`src/design/lotbg_pkg.sv`:
```
// Shared constants, operation codes and status types for the three-operand lcm block.
`timescale 1ns / 1ps

package lotbg_pkg;

  // Operand width actually used (the low bits of each input port)
  localparam int OPERAND_BITS = 32;
  // Fixed port widths
  localparam int INPUT_BITS   = 32;
  localparam int LCM_BITS     = 63;

  // Derived datapath widths
  localparam int WIDE_BITS    = 2 * OPERAND_BITS;
  localparam int PROD_BITS    = 3 * OPERAND_BITS;
  localparam int EXT_BITS     = (PROD_BITS > LCM_BITS + 1) ? PROD_BITS : LCM_BITS + 1;
  localparam int SHIFT_BITS   = $clog2(WIDE_BITS);
  localparam int CNT_BITS     = $clog2(WIDE_BITS);

  // Datapath operations issued by the controller
  typedef enum logic [3:0] {
    OP_IDLE,
    OP_LOAD,
    OP_GCD1_INIT,
    OP_GCD2_INIT,
    OP_GCD_STEP,
    OP_DIV1_INIT,
    OP_DIV2_INIT,
    OP_DIV_STEP,
    OP_MUL1_INIT,
    OP_MUL2_INIT,
    OP_MUL_STEP,
    OP_FINISH
  } op_e;

  // Datapath status seen by the controller
  typedef struct packed {
    logic operand_zero;
    logic gcd_done;
    logic count_last;
    logic out_busy;
  } dp_status_t;

endpackage

```
`src/design/lotbg_ctrl.sv`:
```
// Controller state machine sequencing gcd, divide and multiply for the lcm block.
`timescale 1ns / 1ps

module lotbg_ctrl (
  input  logic                  clk_i,
  input  logic                  rst_ni,
  input  logic                  in_valid_i,
  output logic                  in_ready_o,
  input  lotbg_pkg::dp_status_t status_i,
  output lotbg_pkg::op_e        op_o
);

  typedef enum logic [3:0] {
    S_IDLE,
    S_CHECK,
    S_GCD1,
    S_DIV1,
    S_MUL1_LD,
    S_MUL1,
    S_PAIR,
    S_GCD2,
    S_DIV2,
    S_MUL2_LD,
    S_MUL2,
    S_FIN
  } state_e;

  state_e state_q, state_d;

  // Take a new item only when idle
  assign in_ready_o = (state_q == S_IDLE);

  // Next state and operation select
  always_comb begin
    state_d = state_q;
    op_o    = lotbg_pkg::OP_IDLE;
    case (state_q)
      S_IDLE: begin
        if (in_valid_i) begin
          op_o    = lotbg_pkg::OP_LOAD;
          state_d = S_CHECK;
        end
      end
      S_CHECK: begin
        if (status_i.operand_zero) begin
          state_d = S_FIN;
        end else begin
          op_o    = lotbg_pkg::OP_GCD1_INIT;
          state_d = S_GCD1;
        end
      end
      S_GCD1: begin
        if (status_i.gcd_done) begin
          op_o    = lotbg_pkg::OP_DIV1_INIT;
          state_d = S_DIV1;
        end else begin
          op_o = lotbg_pkg::OP_GCD_STEP;
        end
      end
      S_DIV1: begin
        op_o = lotbg_pkg::OP_DIV_STEP;
        if (status_i.count_last) begin
          state_d = S_MUL1_LD;
        end
      end
      S_MUL1_LD: begin
        op_o    = lotbg_pkg::OP_MUL1_INIT;
        state_d = S_MUL1;
      end
      S_MUL1: begin
        op_o = lotbg_pkg::OP_MUL_STEP;
        if (status_i.count_last) begin
          state_d = S_PAIR;
        end
      end
      S_PAIR: begin
        op_o    = lotbg_pkg::OP_GCD2_INIT;
        state_d = S_GCD2;
      end
      S_GCD2: begin
        if (status_i.gcd_done) begin
          op_o    = lotbg_pkg::OP_DIV2_INIT;
          state_d = S_DIV2;
        end else begin
          op_o = lotbg_pkg::OP_GCD_STEP;
        end
      end
      S_DIV2: begin
        op_o = lotbg_pkg::OP_DIV_STEP;
        if (status_i.count_last) begin
          state_d = S_MUL2_LD;
        end
      end
      S_MUL2_LD: begin
        op_o    = lotbg_pkg::OP_MUL2_INIT;
        state_d = S_MUL2;
      end
      S_MUL2: begin
        op_o = lotbg_pkg::OP_MUL_STEP;
        if (status_i.count_last) begin
          state_d = S_FIN;
        end
      end
      S_FIN: begin
        // Hold until the output register is free
        if (!status_i.out_busy) begin
          op_o    = lotbg_pkg::OP_FINISH;
          state_d = S_IDLE;
        end
      end
      default: begin
        state_d = S_IDLE;
      end
    endcase
  end

  // State register
  always_ff @(posedge clk_i or negedge rst_ni) begin
    if (!rst_ni) begin
      state_q <= S_IDLE;
    end else begin
      state_q <= state_d;
    end
  end

endmodule

```
`src/design/lotbg_dp.sv`:
```
// Datapath: binary gcd unit, serial divider, serial multiplier and output register.
`timescale 1ns / 1ps

module lotbg_dp (
  input  logic                                 clk_i,
  input  logic                                 rst_ni,
  input  lotbg_pkg::op_e                       op_i,
  output lotbg_pkg::dp_status_t                status_o,
  input  logic [lotbg_pkg::INPUT_BITS-1:0]     first_value_i,
  input  logic [lotbg_pkg::INPUT_BITS-1:0]     second_value_i,
  input  logic [lotbg_pkg::INPUT_BITS-1:0]     third_value_i,
  output logic                                 out_valid_o,
  input  logic                                 out_ready_i,
  output logic [lotbg_pkg::LCM_BITS-1:0]       lcm_value_o,
  output logic                                 overflowed_o
);

  localparam int OB   = lotbg_pkg::OPERAND_BITS;
  localparam int WB   = lotbg_pkg::WIDE_BITS;
  localparam int PB   = lotbg_pkg::PROD_BITS;
  localparam int EB   = lotbg_pkg::EXT_BITS;
  localparam int LB   = lotbg_pkg::LCM_BITS;
  localparam int SB   = lotbg_pkg::SHIFT_BITS;
  localparam int CB   = lotbg_pkg::CNT_BITS;

  // Operands and zero flag
  logic [OB-1:0] a_q, b_q, c_q;
  logic          zero_q;
  // Gcd unit
  logic [WB-1:0] x_q, x_d, y_q, y_d;
  logic [SB-1:0] k_q, k_d;
  logic [WB-1:0] gcd_full;
  // Divider
  logic [OB-1:0] div_q, rem_q, rem_d;
  logic [WB-1:0] quo_q, quo_d;
  logic [OB:0]   trial;
  logic          trial_ge;
  // Multiplier
  logic [WB-1:0] md_q, md_d;
  logic [OB-1:0] mr_q, mr_d;
  logic [PB-1:0] acc_q, acc_d;
  logic [WB:0]   mul_sum;
  // Step counter
  logic [CB-1:0] cnt_q, cnt_d;
  // Output register
  logic          out_valid_q, out_valid_d;
  logic [LB-1:0] lcm_q, lcm_d;
  logic          ovf_q, ovf_d;
  logic [EB-1:0] prod_ext;

  // Gcd value once the loop has drained
  assign gcd_full = x_q << k_q;

  // Restoring divide trial subtract
  assign trial    = {rem_q, quo_q[WB-1]};
  assign trial_ge = (trial >= {1'b0, div_q});

  // Shift-add multiply partial sum
  assign mul_sum  = {1'b0, acc_q[PB-1:OB]} + (mr_q[0] ? {1'b0, md_q} : '0);

  assign prod_ext = EB'(acc_q);

  // Next values for the working registers
  always_comb begin
    x_d   = x_q;
    y_d   = y_q;
    k_d   = k_q;
    rem_d = rem_q;
    quo_d = quo_q;
    md_d  = md_q;
    mr_d  = mr_q;
    acc_d = acc_q;
    cnt_d = cnt_q;
    case (op_i)
      lotbg_pkg::OP_GCD1_INIT: begin
        x_d = WB'(a_q);
        y_d = WB'(b_q);
        k_d = '0;
      end
      lotbg_pkg::OP_GCD2_INIT: begin
        x_d = acc_q[WB-1:0];
        y_d = WB'(c_q);
        k_d = '0;
      end
      lotbg_pkg::OP_GCD_STEP: begin
        if (!x_q[0] && !y_q[0]) begin
          // Strip a common factor of two
          x_d = x_q >> 1;
          y_d = y_q >> 1;
          k_d = k_q + 1'b1;
        end else if (!x_q[0]) begin
          x_d = x_q >> 1;
        end else if (!y_q[0]) begin
          y_d = y_q >> 1;
        end else if (x_q > y_q) begin
          // Swap so the smaller comes first, then subtract
          x_d = y_q;
          y_d = x_q - y_q;
        end else begin
          y_d = y_q - x_q;
        end
      end
      lotbg_pkg::OP_DIV1_INIT: begin
        quo_d = WB'(a_q);
        rem_d = '0;
        cnt_d = CB'(WB - 1);
      end
      lotbg_pkg::OP_DIV2_INIT: begin
        quo_d = acc_q[WB-1:0];
        rem_d = '0;
        cnt_d = CB'(WB - 1);
      end
      lotbg_pkg::OP_DIV_STEP: begin
        rem_d = trial_ge ? OB'(trial - {1'b0, div_q}) : trial[OB-1:0];
        quo_d = {quo_q[WB-2:0], trial_ge};
        cnt_d = cnt_q - 1'b1;
      end
      lotbg_pkg::OP_MUL1_INIT: begin
        md_d  = quo_q;
        mr_d  = b_q;
        acc_d = '0;
        cnt_d = CB'(OB - 1);
      end
      lotbg_pkg::OP_MUL2_INIT: begin
        md_d  = quo_q;
        mr_d  = c_q;
        acc_d = '0;
        cnt_d = CB'(OB - 1);
      end
      lotbg_pkg::OP_MUL_STEP: begin
        acc_d = {mul_sum, acc_q[OB-1:1]};
        mr_d  = mr_q >> 1;
        cnt_d = cnt_q - 1'b1;
      end
      default: begin
      end
    endcase
  end

  // Load the output register with zero, the saturated maximum or the final product
  always_comb begin
    out_valid_d = out_valid_q & ~out_ready_i;
    lcm_d       = lcm_q;
    ovf_d       = ovf_q;
    if (op_i == lotbg_pkg::OP_FINISH) begin
      out_valid_d = 1'b1;
      if (zero_q) begin
        lcm_d = '0;
        ovf_d = 1'b0;
      end else if (|prod_ext[EB-1:LB]) begin
        lcm_d = '1;
        ovf_d = 1'b1;
      end else begin
        lcm_d = prod_ext[LB-1:0];
        ovf_d = 1'b0;
      end
    end
  end

  // Payload registers
  always_ff @(posedge clk_i) begin
    if (op_i == lotbg_pkg::OP_LOAD) begin
      a_q    <= first_value_i[OB-1:0];
      b_q    <= second_value_i[OB-1:0];
      c_q    <= third_value_i[OB-1:0];
      zero_q <= (first_value_i[OB-1:0] == '0) || (second_value_i[OB-1:0] == '0) ||
                (third_value_i[OB-1:0] == '0);
    end
    if (op_i == lotbg_pkg::OP_DIV1_INIT || op_i == lotbg_pkg::OP_DIV2_INIT) begin
      div_q <= gcd_full[OB-1:0];
    end
    x_q   <= x_d;
    y_q   <= y_d;
    k_q   <= k_d;
    rem_q <= rem_d;
    quo_q <= quo_d;
    md_q  <= md_d;
    mr_q  <= mr_d;
    acc_q <= acc_d;
    cnt_q <= cnt_d;
    lcm_q <= lcm_d;
    ovf_q <= ovf_d;
  end

  // Output valid flag
  always_ff @(posedge clk_i or negedge rst_ni) begin
    if (!rst_ni) begin
      out_valid_q <= 1'b0;
    end else begin
      out_valid_q <= out_valid_d;
    end
  end

  assign status_o.operand_zero = zero_q;
  assign status_o.gcd_done     = (y_q == '0);
  assign status_o.count_last   = (cnt_q == '0);
  assign status_o.out_busy     = out_valid_q & ~out_ready_i;

  assign out_valid_o  = out_valid_q;
  assign lcm_value_o  = lcm_q;
  assign overflowed_o = ovf_q;

endmodule

```
`src/design/lcm_of_three_binary_gcd.sv`:
```
// Top level of the three-operand lcm block: controller plus datapath.
// When any operand is zero the controller skips to the result, which is then zero;
//   otherwise it runs the two binary gcd loops, each followed by a divide and a multiply.
// The divides are 64-step restoring divides and the multiplies 32-step shift-add
//   multiplies; each gcd loop takes one step per cycle; one item is in flight at a time.
// The output register holds a result until taken while the next item is accepted.
// Reset clears the controller and the output valid flag; no other state is kept.
`timescale 1ns / 1ps

module lcm_of_three_binary_gcd (
  input  logic                             clk_i,
  input  logic                             rst_ni,
  input  logic                             in_valid_i,
  output logic                             in_ready_o,
  input  logic [lotbg_pkg::INPUT_BITS-1:0] first_value_i,
  input  logic [lotbg_pkg::INPUT_BITS-1:0] second_value_i,
  input  logic [lotbg_pkg::INPUT_BITS-1:0] third_value_i,
  output logic                             out_valid_o,
  input  logic                             out_ready_i,
  output logic [lotbg_pkg::LCM_BITS-1:0]   lcm_value_o,
  output logic                             overflowed_o
);

  lotbg_pkg::op_e        op;
  lotbg_pkg::dp_status_t status;

  // Sequence the work
  lotbg_ctrl u_ctrl (
    .clk_i      (clk_i),
    .rst_ni     (rst_ni),
    .in_valid_i (in_valid_i),
    .in_ready_o (in_ready_o),
    .status_i   (status),
    .op_o       (op)
  );

  // Compute
  lotbg_dp u_dp (
    .clk_i          (clk_i),
    .rst_ni         (rst_ni),
    .op_i           (op),
    .status_o       (status),
    .first_value_i  (first_value_i),
    .second_value_i (second_value_i),
    .third_value_i  (third_value_i),
    .out_valid_o    (out_valid_o),
    .out_ready_i    (out_ready_i),
    .lcm_value_o    (lcm_value_o),
    .overflowed_o   (overflowed_o)
  );

`ifndef SYNTHESIS
  // One item at a time: no new item right after one is taken
  assert property (@(posedge clk_i) disable iff (!rst_ni)
    (in_valid_i && in_ready_o) |=> !in_ready_o)
    else $error("item accepted while previous item still in work");

  // Saturated results read as the maximum
  assert property (@(posedge clk_i) disable iff (!rst_ni)
    (out_valid_o && overflowed_o) |-> (&lcm_value_o))
    else $error("overflow flagged without saturated value");

  // A new result only appears from a busy controller
  assert property (@(posedge clk_i) disable iff (!rst_ni)
    $rose(out_valid_o) |-> $past(!in_ready_o))
    else $error("result raised while controller was idle");
`endif

endmodule
```
`config.mk`:
```
export PLATFORM = sky130hd
export DESIGN_NAME = lcm_of_three_binary_gcd
export DESIGN_NICKNAME = d
export VERILOG_FILES = /design/src/design/lotbg_pkg.sv /design/src/design/lotbg_ctrl.sv /design/src/design/lotbg_dp.sv /design/src/design/lcm_of_three_binary_gcd.sv
export SDC_FILE = /design/constraint.sdc
export NUM_CORES = 2
export LEC_CHECK = 0
export BUFFER_PORTS_ARGS = -buffer_cell sky130_fd_sc_hd__buf_2
export CAP_MARGIN = 20
export CORE_MARGIN = 3
export CORE_UTILIZATION = 28
export CTS_CLUSTER_DIAMETER = 200
export DETAILED_ROUTE_END_ITERATION = 16
export PLACE_DENSITY_LB_ADDON = 0.12
export SLEW_MARGIN = 15
export SYNTH_ARGS = -nofsm -noshare
export SYNTH_HDL_FRONTEND = slang
export SYNTH_HIERARCHICAL = 1
export SYNTH_SLANG_ARGS = --single-unit
```
`constraint.sdc`:
```
create_clock -name clk_i -period 27.2 [get_ports clk_i]
set_input_delay 5.44 -clock clk_i [delete_from_list [all_inputs] [get_ports clk_i]]
set_output_delay 5.44 -clock clk_i [all_outputs]
set_load 0.01 [all_outputs]
```
==> run summary <==
Worst Reg-to-Reg Cells - 14
Final slew viol count - 0
CP arrival - 8730 ps
Initial antenna violation count - 9
Filler cell count - 14804
Ys async rst share - 0.799%
CTS HTree Levels - 3
Via count - 32388
Syn_nets - 4397
Startpoint types - primary input
Power density cells - 147 nW/um^2
Vias per cell - 5.32
GRT Util Overall - 19.8%
Largest net degree at the start of global routing - 69
Drt initial violations - 2815
Synth cell count leaders - 621 x edfxtp_1, 383 x nand2_1, 356 x a21oi_1, 356 x o21ai_0, 323 x nor2_1
Cts repair resizes - 0
Drt first pass iters - 9
Warnings, synthesis - 6
Crit-path slowest cell - buf_4
Relative slew slack - 24.7%
Layout cells sized above 1 - 10.3%
Crit path time final - 8430 ps
Util after Layout - 32.2%
Detailed Place HPWL - 113000 um
Crit Path Category - primary input to register
Drt drc - 0
Leakage - 17.6 nW
Final Wtd Congestion - 0.948
Setup violations, final - 0
Initial Util - 28.3%
Hold Buf Count CTS - 0
Synth Register Bits - 626
Hold Vio Cnt, Final - 0
Max-cap violations - 0
Most frequent CP cell - buf_4
Max incr delay on CP - 700 ps
Worst-path cell chain - buf_2 > nor2b_1 > o21ai_0 > nand4_1 > o21ai_2 > nor2_1 > nand2_4 > buf_4 > o31a_2 > buf_4
WP data required - 27500 ps
Root Buffer - clkbuf_16
Synth top area cells - edfxtp_1 46%, ha_1 7.1%, a21oi_1 4.4%
Area growth, synth to finish - 13.7%
Post-route ant nets - 0
IO Count - 166
VDD IR-drop max - 0.0973 mV
GRT overflow - 0
Final Cycle Share - 31.0%
Post-Syn Instances - 4066
Hold slack - 446 ps
Met1 Routed Length - 69300 um
Port Buf Inserts - 165
Hold crit path type - register to register
First-pass GRT wire length - 219000 um
Fmax - 119 MHz
Die W - 385 um
Yosys cell types - 95
Yosys top cell by area - edfxtp_1
Dominant cell by count in the synthesized netlist - edfxtp_1
Final WL - 150000 um
Setup TNS Final - 0 ps
Routed len/inst - 24.6 um
Clock sink count - 626
Mapped Area - 40100 sq um
Post-place setup slack - 17980 ps
Routed wire length on met2 - 69300 um
Post-synth EDFFs - 621
Seq/Total Area, Yosys - 46.8%
Final setup skew - 44.2 ps
Nets - 4459
Min-Delay Path Depth - 0
Worst-path clk slew - 60 ps
Worst Max-Slew Pin Slew - 1130 ps
Die Height - 385 um
Vias in the first global route - 31846
CTS tree - done
Clock latency on the worst-skew pair - 710 ps
Crit end category - register
Syn avg cell area - 9.87 sq um
Yosys top cell area share - 46.5%
Core area - 142000 sq um
Run status - completed
FP Rows - 138
Met3 wire len - 7590 um
Unrepaired setup endpoints after global routing - false
Critical path fanouts, max - 63
Setup bufs post-CTS - 0
Max Used Layer - met4
Inserted Diodes - 0
Worst-case clock buffer depth - 3
Setup ws final - 18770 ps
Commonest register cell after synthesis - edfxtp_1
TritonCTS Buffers - 80
Die ar. - 148000 sq um
## report_power, final
| part | switching [mW] | internal (mW) |
|---|---|---|
| combinational | 2.45 | 1.27 |
| clock | 0.463 | 0.669 |
| sequential | 0.374 | 1.49 |
| total | 3.29 | 3.43 |
## critical path, delay by kind of cell
family / cells / cell delay (ps)
AND/OR/NAND/NOR: 4 / 970
buffers and inverters: 3 / 1430
AO/OA/AOI/OAI: 3 / 770
## worst paths after layout
| check | from | end | slack, ps |
|---|---|---|---|
| worst max-delay path | out_ready_i | u_dp/x_q[55] | 18770 |
| worst min-delay path | u_dp/quo_q[12] | u_dp/md_q[12] | 450 |
| worst max register to register | u_dp/x_q[13] | u_dp/y_q[36] | 21470 |
| worst min register to register | u_dp/quo_q[12] | u_dp/md_q[12] | 450 |
| max in group asynchronous | rst_ni | u_ctrl/state_q[2] | 22490 |
| min in group asynchronous | rst_ni | u_dp/out_valid_o | 4550 |
## layer usage
layer | vias to the layer above | GRT usage [%]
met3 | 181 | 2.63
met4 | 0 | 5.17
met1 | 16060 | 27.7
li1 | 15171 | -
met2 | 976 | 32.2
met5 | - | 0
## cell type report
type	instances	area [sq um]	share of cell area (%)
repair buffers	211	1180	2.59
well taps	1890	2360	5.18
clock inverters	56	707	1.55
inverters	289	1080	2.38
multi-input cells	2920	19400	42.6
clock buffers	93	2070	4.54
flip-flops and latches	626	18800	41.1
## flip-flops by register name (all words and copies together) (netlist names)
signal / cells
u_dp/out_valid_o: 1
u_dp/c_q: 32
u_dp/md_q: 64
u_dp/cnt_q: 6
u_dp/k_q: 6
u_dp/mr_q: 32
u_dp/y_q: 64
u_dp/overflowed_o: 1
u_dp/a_q: 32
u_dp/div_q: 32
u_dp/zero_q: 1
u_dp/x_q: 64
u_dp/rem_q: 32
u_ctrl/state_q: 4
u_dp/quo_q: 64
u_dp/b_q: 32
u_dp/acc_q: 96
u_dp/lcm_value_o: 63
## logic make-up (layout without fill, tap and decap cells)
logic type,Yosys count,in the layout,synth area share [%]
AO/OA/AOI/OAI,1259,1259,19.8
AND/OR/NAND/NOR,1138,1138,13.3
flip-flops,626,626,46.8
buffers and inverters,520,649,5.19
adder cells (fa/ha/maj),231,231,7.27
multiplexers,148,148,4.47
XOR/XNOR,144,144,3.14
## metrics by stage
| stage | instance area, sq um | instances | total power, mW |
|---|---|---|---|
| floorplan | 40100 | 4066 | 4.27 |
| global placement | 42800 | 5935 | 5.55 |
| detailed placement | 42900 | 5936 | 5.54 |
| CTS | 45600 | 6085 | 6.71 |
| global route | 45600 | 6085 | 7.14 |
| finish | 45600 | 6085 | 6.72 |
## placed cells by master (no fill, tap or decap), types with 62 or more instances in the layout
| cell | count |
|---|---|
| o21ai_0 | 354 |
| nand4_1 | 62 |
| edfxtp_1 | 621 |
| nor2_1 | 313 |
| nand2_1 | 381 |
| buf_2 | 165 |
| a21oi_1 | 354 |
| xnor2_1 | 87 |
| a21o_1 | 97 |
| and2_1 | 88 |
| mux2i_1 | 114 |
| ha_1 | 227 |
| clkbuf_16 | 81 |
| inv_1 | 288 |
Note: power is estimated with default switching activity, not from simulation.
